--- config.mk ---
export PLATFORM = sky130hd
export DESIGN_NAME = floor_texture_coord_stepper_unit
export DESIGN_NICKNAME = d
export VERILOG_FILES = /design/src/design/ftcs_pkg.sv /design/src/design/ftcs_divider.sv /design/src/design/floor_texture_coord_stepper_unit.sv
export SDC_FILE = /design/constraint.sdc
export NUM_CORES = 2
export LEC_CHECK = 0
export BUFFER_PORTS_ARGS = -buffer_cell sky130_fd_sc_hd__buf_4
export CAP_MARGIN = 15
export CORE_ASPECT_RATIO = 0.8
export CORE_MARGIN = 2
export CORE_UTILIZATION = 40
export DETAILED_ROUTE_END_ITERATION = 12
export HOLD_SLACK_MARGIN = 0.03
export PLACE_DENSITY = 0.55
export SYNTH_ARGS = -nofsm -noshare
export SYNTH_HDL_FRONTEND = slang
export SYNTH_SLANG_ARGS = --single-unit
--- constraint.sdc ---
create_clock -name aclk -period 18.67 [get_ports aclk]
set_input_delay 3.734 -clock aclk [delete_from_list [all_inputs] [get_ports aclk]]
set_output_delay 3.734 -clock aclk [all_outputs]
set_load 0.05 [all_outputs]
--- src/design/ftcs_pkg.sv ---
package ftcs_pkg;

    // Floor point and step: Q16.24 two's complement
    localparam int POINT_W = 40;
    localparam int FRAC_W  = 24;
    localparam int CELL_W  = 16;
    localparam int TEX_W   = 10;

    localparam int CFG_IDX_W  = 3;
    localparam int CFG_DATA_W = 24;

    localparam logic [CFG_IDX_W-1:0] REG_POS_X      = 3'd0;
    localparam logic [CFG_IDX_W-1:0] REG_POS_Y      = 3'd1;
    localparam logic [CFG_IDX_W-1:0] REG_DIR_X      = 3'd2;
    localparam logic [CFG_IDX_W-1:0] REG_DIR_Y      = 3'd3;
    localparam logic [CFG_IDX_W-1:0] REG_PLANE_X    = 3'd4;
    localparam logic [CFG_IDX_W-1:0] REG_PLANE_Y    = 3'd5;
    localparam logic [CFG_IDX_W-1:0] REG_TEX_W_LOG2 = 3'd6;
    localparam logic [CFG_IDX_W-1:0] REG_TEX_H_LOG2 = 3'd7;

    localparam logic CMD_START_ROW  = 1'b0;
    localparam logic CMD_NEXT_PIXEL = 1'b1;

    typedef enum logic [1:0] {
        ST_IDLE,
        ST_LOAD,
        ST_DIVIDE
    } seq_state_t;

    // Order in which the four row-setup divisions run
    typedef enum logic [1:0] {
        DIV_OFF_X,
        DIV_OFF_Y,
        DIV_STEP_X,
        DIV_STEP_Y
    } div_sel_t;

endpackage

--- src/design/ftcs_divider.sv ---
module ftcs_divider #(
    parameter int NUM_W = 38,
    parameter int DEN_W = 20
) (
    input  logic                        aclk,
    input  logic                        aresetn,
    input  logic                        start,
    input  logic [NUM_W-1:0]            num_mag,
    input  logic                        num_neg,
    input  logic [DEN_W-1:0]            den,
    output logic                        done,
    output logic [ftcs_pkg::POINT_W-1:0] quotient
);
    import ftcs_pkg::*;

    localparam int CNT_W = $clog2(NUM_W + 1);

    logic [DEN_W-1:0] rem_reg;
    logic [NUM_W-1:0] quo_reg;
    logic [DEN_W-1:0] den_reg;
    logic [CNT_W-1:0] count_reg;
    logic             run_reg;
    logic             neg_reg;
    logic             done_reg;

    logic [DEN_W:0]       shifted;
    logic                 fits;
    logic [POINT_W-1:0]   quo_ext;

    // Restoring division, one quotient bit per cycle
    assign shifted = {rem_reg, quo_reg[NUM_W-1]};
    assign fits    = shifted >= {1'b0, den_reg};

    always_ff @(posedge aclk) begin
        if (!aresetn) begin
            run_reg   <= 1'b0;
            done_reg  <= 1'b0;
            count_reg <= '0;
        end else begin
            done_reg <= 1'b0;
            if (start) begin
                rem_reg   <= '0;
                quo_reg   <= num_mag;
                den_reg   <= den;
                neg_reg   <= num_neg;
                count_reg <= CNT_W'(NUM_W);
                run_reg   <= 1'b1;
            end else if (run_reg) begin
                rem_reg   <= fits ? DEN_W'(shifted - {1'b0, den_reg}) : shifted[DEN_W-1:0];
                quo_reg   <= {quo_reg[NUM_W-2:0], fits};
                count_reg <= count_reg - 1'b1;
                if (count_reg == CNT_W'(1)) begin
                    run_reg  <= 1'b0;
                    done_reg <= 1'b1;
                end
            end
        end
    end

    assign quo_ext  = POINT_W'(quo_reg);
    assign quotient = neg_reg ? POINT_W'(-quo_ext) : quo_ext;
    assign done     = done_reg;

endmodule

--- src/design/floor_texture_coord_stepper_unit.sv ---
// Pixel transaction: one per cycle while the result side keeps up.
// Row-start transaction: four serial divisions on one shared restoring divider;
// input not ready meanwhile.
// Result is registered and delivered in the cycle after the pixel is accepted.
// Reset (aresetn, synchronous, active low) clears control state and sets the
// configuration registers to a default camera; no row is active after reset.
module floor_texture_coord_stepper_unit #(
    parameter int SCREEN_W = 640,
    parameter int SCREEN_H = 480
) (
    input  logic                              aclk,
    input  logic                              aresetn,

    input  logic                              cfg_valid,
    output logic                              cfg_ready,
    input  logic [ftcs_pkg::CFG_IDX_W-1:0]    cfg_index,
    input  logic [ftcs_pkg::CFG_DATA_W-1:0]   cfg_data,

    input  logic                              s_valid,
    output logic                              s_ready,
    input  logic                              s_command,
    input  logic [8:0]                        s_row,

    output logic                              m_valid,
    input  logic                              m_ready,
    output logic [9:0]                        m_column,
    output logic [8:0]                        m_screen_row,
    output logic signed [15:0]                m_cell_x,
    output logic signed [15:0]                m_cell_y,
    output logic [9:0]                        m_tex_x,
    output logic [9:0]                        m_tex_y,
    output logic                              m_last
);
    import ftcs_pkg::*;

    localparam int ROW_CMP_W = 11;
    localparam int HORIZON   = SCREEN_H / 2;
    localparam int H_W       = $clog2(SCREEN_H + 1);
    localparam int NUM_W     = 17 + H_W + 10;
    localparam int YREL_W    = 9;
    localparam int DEN_W     = YREL_W + $clog2(SCREEN_W + 1);

    seq_state_t state_reg, state_next;
    div_sel_t   sel_reg, sel_next;

    logic [23:0]        pos_x_reg, pos_y_reg;
    logic signed [15:0] dir_x_reg, dir_y_reg, plane_x_reg, plane_y_reg;
    logic [3:0]         tex_w_log2_reg, tex_h_log2_reg;

    logic [POINT_W-1:0] point_x_reg, point_y_reg, step_x_reg, step_y_reg;
    logic [9:0]         column_count_reg;
    logic [8:0]         current_row_reg;
    logic               row_active_reg;

    logic               m_valid_reg;
    logic [9:0]         column_out_reg;
    logic [8:0]         row_out_reg;
    logic [15:0]        cell_x_reg, cell_y_reg;
    logic [9:0]         tex_x_reg, tex_y_reg;
    logic               last_reg;

    logic               in_acc;
    logic               row_ok;
    logic               pix_out;
    logic               pix_last;
    logic [ROW_CMP_W-1:0] row_ext;
    logic [ROW_CMP_W-1:0] yrel_wide;
    logic [YREL_W-1:0]  yrel;

    logic signed [16:0] operand;
    logic [16:0]        op_mag;
    logic [NUM_W-1:0]   num_prod;
    logic [NUM_W-1:0]   num_mag;
    logic [DEN_W-1:0]   den;
    logic               div_start;
    logic               div_done;
    logic [POINT_W-1:0] quotient;
    logic [9:0]         tex_x_val, tex_y_val;

    assign in_acc   = s_valid && s_ready;
    assign row_ext  = ROW_CMP_W'(s_row);
    assign row_ok   = (row_ext > ROW_CMP_W'(HORIZON)) && (row_ext < ROW_CMP_W'(SCREEN_H));
    assign pix_out  = in_acc && (s_command == CMD_NEXT_PIXEL) && row_active_reg;
    assign pix_last = column_count_reg >= 10'(SCREEN_W - 1);

    assign yrel_wide = ROW_CMP_W'(current_row_reg) - ROW_CMP_W'(HORIZON);
    assign yrel      = yrel_wide[YREL_W-1:0];

    // Divider operands: offsets use H*rd*2^9/yrel, steps H*plane*2^10/(yrel*W)
    always_comb begin
        unique case (sel_reg)
            DIV_OFF_X:  operand = 17'(dir_x_reg) - 17'(plane_x_reg);
            DIV_OFF_Y:  operand = 17'(dir_y_reg) - 17'(plane_y_reg);
            DIV_STEP_X: operand = 17'(plane_x_reg);
            DIV_STEP_Y: operand = 17'(plane_y_reg);
            default:    operand = '0;
        endcase
        op_mag   = operand[16] ? 17'(-operand) : 17'(operand);
        num_prod = NUM_W'(op_mag) * NUM_W'(SCREEN_H);
        if (sel_reg == DIV_OFF_X || sel_reg == DIV_OFF_Y) begin
            num_mag = num_prod << 9;
            den     = DEN_W'(yrel);
        end else begin
            num_mag = num_prod << 10;
            den     = DEN_W'(yrel) * DEN_W'(SCREEN_W);
        end
    end

    ftcs_divider #(
        .NUM_W (NUM_W),
        .DEN_W (DEN_W)
    ) u_divider (
        .aclk     (aclk),
        .aresetn  (aresetn),
        .start    (div_start),
        .num_mag  (num_mag),
        .num_neg  (operand[16]),
        .den      (den),
        .done     (div_done),
        .quotient (quotient)
    );

    // Sequencer: next state
    always_comb begin
        state_next = state_reg;
        sel_next   = sel_reg;
        unique case (state_reg)
            ST_IDLE: begin
                if (in_acc && s_command == CMD_START_ROW && row_ok) begin
                    state_next = ST_LOAD;
                    sel_next   = DIV_OFF_X;
                end
            end
            ST_LOAD: state_next = ST_DIVIDE;
            ST_DIVIDE: begin
                if (div_done) begin
                    if (sel_reg == DIV_STEP_Y) begin
                        state_next = ST_IDLE;
                    end else begin
                        state_next = ST_LOAD;
                        sel_next   = div_sel_t'(sel_reg + 2'd1);
                    end
                end
            end
            default: state_next = ST_IDLE;
        endcase
    end

    // Sequencer: outputs
    always_comb begin
        s_ready   = 1'b0;
        div_start = 1'b0;
        unique case (state_reg)
            ST_IDLE:   s_ready   = !m_valid_reg || m_ready;
            ST_LOAD:   div_start = 1'b1;
            ST_DIVIDE: div_start = 1'b0;
            default:   s_ready   = 1'b0;
        endcase
    end

    assign cfg_ready = 1'b1;

    assign tex_x_val = 10'(point_x_reg[FRAC_W-1:0] >> (5'd24 - {1'b0, tex_w_log2_reg}));
    assign tex_y_val = 10'(point_y_reg[FRAC_W-1:0] >> (5'd24 - {1'b0, tex_h_log2_reg}));

    always_ff @(posedge aclk) begin
        if (!aresetn) begin
            state_reg        <= ST_IDLE;
            sel_reg          <= DIV_OFF_X;
            pos_x_reg        <= '0;
            pos_y_reg        <= '0;
            dir_x_reg        <= 16'sd16384;
            dir_y_reg        <= '0;
            plane_x_reg      <= '0;
            plane_y_reg      <= 16'sd10813;
            tex_w_log2_reg   <= 4'd6;
            tex_h_log2_reg   <= 4'd6;
            point_x_reg      <= '0;
            point_y_reg      <= '0;
            step_x_reg       <= '0;
            step_y_reg       <= '0;
            column_count_reg <= '0;
            current_row_reg  <= '0;
            row_active_reg   <= 1'b0;
            m_valid_reg      <= 1'b0;
        end else begin
            state_reg <= state_next;
            sel_reg   <= sel_next;

            if (cfg_valid && cfg_ready) begin
                unique case (cfg_index)
                    REG_POS_X:      pos_x_reg      <= cfg_data;
                    REG_POS_Y:      pos_y_reg      <= cfg_data;
                    REG_DIR_X:      dir_x_reg      <= cfg_data[15:0];
                    REG_DIR_Y:      dir_y_reg      <= cfg_data[15:0];
                    REG_PLANE_X:    plane_x_reg    <= cfg_data[15:0];
                    REG_PLANE_Y:    plane_y_reg    <= cfg_data[15:0];
                    REG_TEX_W_LOG2: tex_w_log2_reg <= cfg_data[3:0];
                    REG_TEX_H_LOG2: tex_h_log2_reg <= cfg_data[3:0];
                    default:        ;
                endcase
            end

            if (in_acc && s_command == CMD_START_ROW) begin
                row_active_reg <= 1'b0;
                if (row_ok) begin
                    current_row_reg <= s_row;
                end
            end

            if (pix_out) begin
                column_out_reg <= column_count_reg;
                row_out_reg    <= current_row_reg;
                cell_x_reg     <= point_x_reg[POINT_W-1 -: CELL_W];
                cell_y_reg     <= point_y_reg[POINT_W-1 -: CELL_W];
                tex_x_reg      <= tex_x_val;
                tex_y_reg      <= tex_y_val;
                last_reg       <= pix_last;
                point_x_reg    <= point_x_reg + step_x_reg;
                point_y_reg    <= point_y_reg + step_y_reg;
                if (pix_last) begin
                    row_active_reg <= 1'b0;
                end else begin
                    column_count_reg <= column_count_reg + 1'b1;
                end
            end

            // Commit each quotient as it comes out of the divider
            if (div_done) begin
                unique case (sel_reg)
                    DIV_OFF_X:  point_x_reg <= {8'd0, pos_x_reg, 8'd0} + quotient;
                    DIV_OFF_Y:  point_y_reg <= {8'd0, pos_y_reg, 8'd0} + quotient;
                    DIV_STEP_X: step_x_reg  <= quotient;
                    DIV_STEP_Y: begin
                        step_y_reg       <= quotient;
                        column_count_reg <= '0;
                        row_active_reg   <= 1'b1;
                    end
                    default: ;
                endcase
            end

            if (pix_out) begin
                m_valid_reg <= 1'b1;
            end else if (m_ready) begin
                m_valid_reg <= 1'b0;
            end
        end
    end

    assign m_valid      = m_valid_reg;
    assign m_column     = column_out_reg;
    assign m_screen_row = row_out_reg;
    assign m_cell_x     = cell_x_reg;
    assign m_cell_y     = cell_y_reg;
    assign m_tex_x      = tex_x_reg;
    assign m_tex_y      = tex_y_reg;
    assign m_last       = last_reg;

    a_done_in_divide: assert property (@(posedge aclk) disable iff (!aresetn)
        div_done |-> state_reg == ST_DIVIDE)
        else $error("divider finished outside the divide state");

    a_result_from_pixel: assert property (@(posedge aclk) disable iff (!aresetn)
        $rose(m_valid_reg) |-> $past(pix_out))
        else $error("result appeared without an accepted pixel transaction");

    a_row_closed_on_last: assert property (@(posedge aclk) disable iff (!aresetn)
        pix_out && pix_last |=> !row_active_reg)
        else $error("row still active after its last pixel");

    a_no_pixel_while_busy: assert property (@(posedge aclk) disable iff (!aresetn)
        state_reg != ST_IDLE |-> !pix_out)
        else $error("pixel transaction taken during row setup");

endmodule
==> impl_metrics.toml <==
[global_route]
overflow = 0
grt_pass1_vias = 24517
grt_first_pass_wirelength_um = 143000
antenna_found_initial = 0
grt_max_degree = 85
track_usage = 0.225

[yosys]
synth-edff-count = 147
synth_top_family_by_area = "compound AO/OA/AOI/OAI gates"
synthAdderAreaFrac = 0.113
synth_cell_types = 104
syn-cell-area_um2 = 31400
synth_nets = 4026
synthXorXnorAreaFrac = 0.0652
avgSynthCellArea_um2 = 8.43
synth_ff_type = "dfxtp_1"
synthMuxAreaShare = 0.0372
synth_compound_area_frac = 0.225
yosysWarnings = 0
synthArstFlopShare = 0
ys_seq_elements = 460
synth-seq-area-share = 0.341
synthSimpleGateAreaFrac = 0.171
synthCells = 3722

[sta]
slew_headroom = 0.247
fin_crit_sh = 0.437
min_period_ps = 8170
setup_ws_ps = 10500
fin_tns_setup_ps = 0
tightest_slew_ps = 1130
rsz0062_at_grt = "false"
fin_skew_ps = 21.4
finalSetupViolations = 0
max_freq_mhz = 122
finalHoldViolCount = 0
slew_viol_final = 0

[floorplanning]
core_um2 = 77300
ios = 117
die_h_um = 254
fp.dieW_um = 317
dieArea_um2 = 80700
initial_core_util = 0.406
rows = 91

[routing]
ant_nets = 0
drt_wl_total_um = 91700
via_count = 26672
via_per_inst = 5.54
drc = 0
wl_per_cell_um = 19.0
detail_route.iter0.violations = 2029
first_pass_iters = 5

[cells_and_area]
drive_above_1_share = 0.0885
diodes = 0
num-nets-final = 4055
area_growth_pct = 11.5

[pwr]
leakagePower_uw = 0.0144
power_density_nw_per_um2 = 90.8
ir_drop_v = 0.000107

[cts]
clk_latency_ps = 620
post_cts_buffers = 0
ctsRootBufferMaster = "clkbuf_16"
clk_path_buf_depth = 3
htreeDepth = 2
cts_hold_buf = 0
clock-sinks = 460
cts_made_buffers = 53
cts_resized = 0
cts_tree = "built"
clkTransAtPathRegs_ps = 60

[setup_path]
cp_common_cell = "buf_4"
path_class = "in2out"
crit_path_max_incr_delay_ps = 300
worstPathMaxFanout = 3
cp-start-kind = "input pin"
rr_worst_depth = 29
reg2reg_setup_slack_ps = 11400
path_cells = "buf_4 > nor2b_1 > nor3_1 > buf_4"
crit_slowest_cell = "nor3_1"
required_ps = 14940
arrival_ps = 4430
end_kind = "output port"

[outcome]
outcome = "completed"

[place]
dp_slack_ps = 10510
gp_congestion = 0.903
port-buffer-count = 115
dp_hpwl_um = 67100

[job]
cap_viol_max_count = 0

[min_path]
min_path_type = "reg2reg"
hold-path-cell-count = 0
==> placed cells by master (no fill, tap or decap), types with 90 or more instances in the layout <==
cell type    n
a211oi_1   134
o21ai_0    164
xnor2_1    122
a21oi_1    358
buf_4      151
inv_1      218
ha_1       230
a21o_1      90
dfxtp_1    313
edfxtp_1   147
nand2_1    480
xor2_1      90
nor2_1     342
==> synth_stat cells, drive strengths merged, types with 42 or more instances <==
cell | count | area (um^2)
a211oi | 135 | 1020
a21o | 90 | 676
a21oi | 362 | 1830
a31oi | 42 | 263
and2 | 43 | 269
clkbuf | 162 | 608
dfxtp | 313 | 6270
edfxtp | 147 | 4410
ha | 230 | 2880
inv | 220 | 826
mux2i | 67 | 671
nand2 | 480 | 1800
nand3 | 53 | 265
nor2 | 350 | 1320
nor3 | 58 | 317
o21ai | 174 | 871
xnor2 | 127 | 1140
xor2 | 96 | 901
==> worst max-delay path, delay by kind of cell <==
family                 cells  cell delay, ps
AND/OR/NAND/NOR            2             350
buffers and inverters      2             350
==> kinds of logic (layout without fill, tap and decap cells) <==
group / Yosys count / after routing
other: 1 / 1
AOI/OAI and AO/OA: 1091 / 1091
adders and majority gates: 265 / 265
xor gates and xnor gates: 223 / 223
DFF: 460 / 460
and+or+nand+nor: 1186 / 1186
buffers and inverters: 400 / 473
muxes: 96 / 96
==> power breakdown <==
part	total, uW	switching, uW	internal, uW
combinational	1040	607	431
sequential	1070	15.7	1050
clock	1070	441	632
==> routing by layer <==
metal  up-vias  part of all wire  track usage
met3        86             0.050       0.0266
li1      13407                 -            -
met1     12608              0.52        0.353
met2       571              0.41        0.328
met4         0             0.017       0.0465
met5         -                 0            0
==> cell type report <==
type                       instances  area, um^2
inverter                         221         837
tap                             1023        1280
clock inverter                    17         170
sequential                       460       10700
multi-input combinational       2862       19200
timing repair buffer             153        1170
fill                            7767       42300
clock buffer                      82        1600
==> worst paths after layout <==
| check | start | to |
|---|---|---|
| setup / recovery | m_ready | s_ready |
| hold / removal | point_y_reg[39]$_SDFF_PN0_ | m_cell_y[15]$_DFFE_PP_ |
| setup reg to reg | dir_x_reg[0]$_SDFFE_PN0P_ | u_divider.quo_reg[34]$_DFFE_PP_ |
| hold reg to reg | point_y_reg[39]$_SDFF_PN0_ | m_cell_y[15]$_DFFE_PP_ |
==> per-stage QoR <==
stage | hold slack (ps) | cell area (um^2) | instances | total power (uW) | util
final | 456 | 35000 | 4818 | 3180 | 0.452
after global routing | 475 | 35000 | 4818 | 3420 | 0.452
after CTS | 458 | 34900 | 4816 | 3210 | 0.452
after detailed placement | 443 | 33200 | 4717 | 2120 | 0.429
after global placement | 440 | 33200 | 4717 | 2120 | 0.429
after floorplan | 417 | 31400 | 3722 | 1920 | -
(Power assumes the default switching activity.)
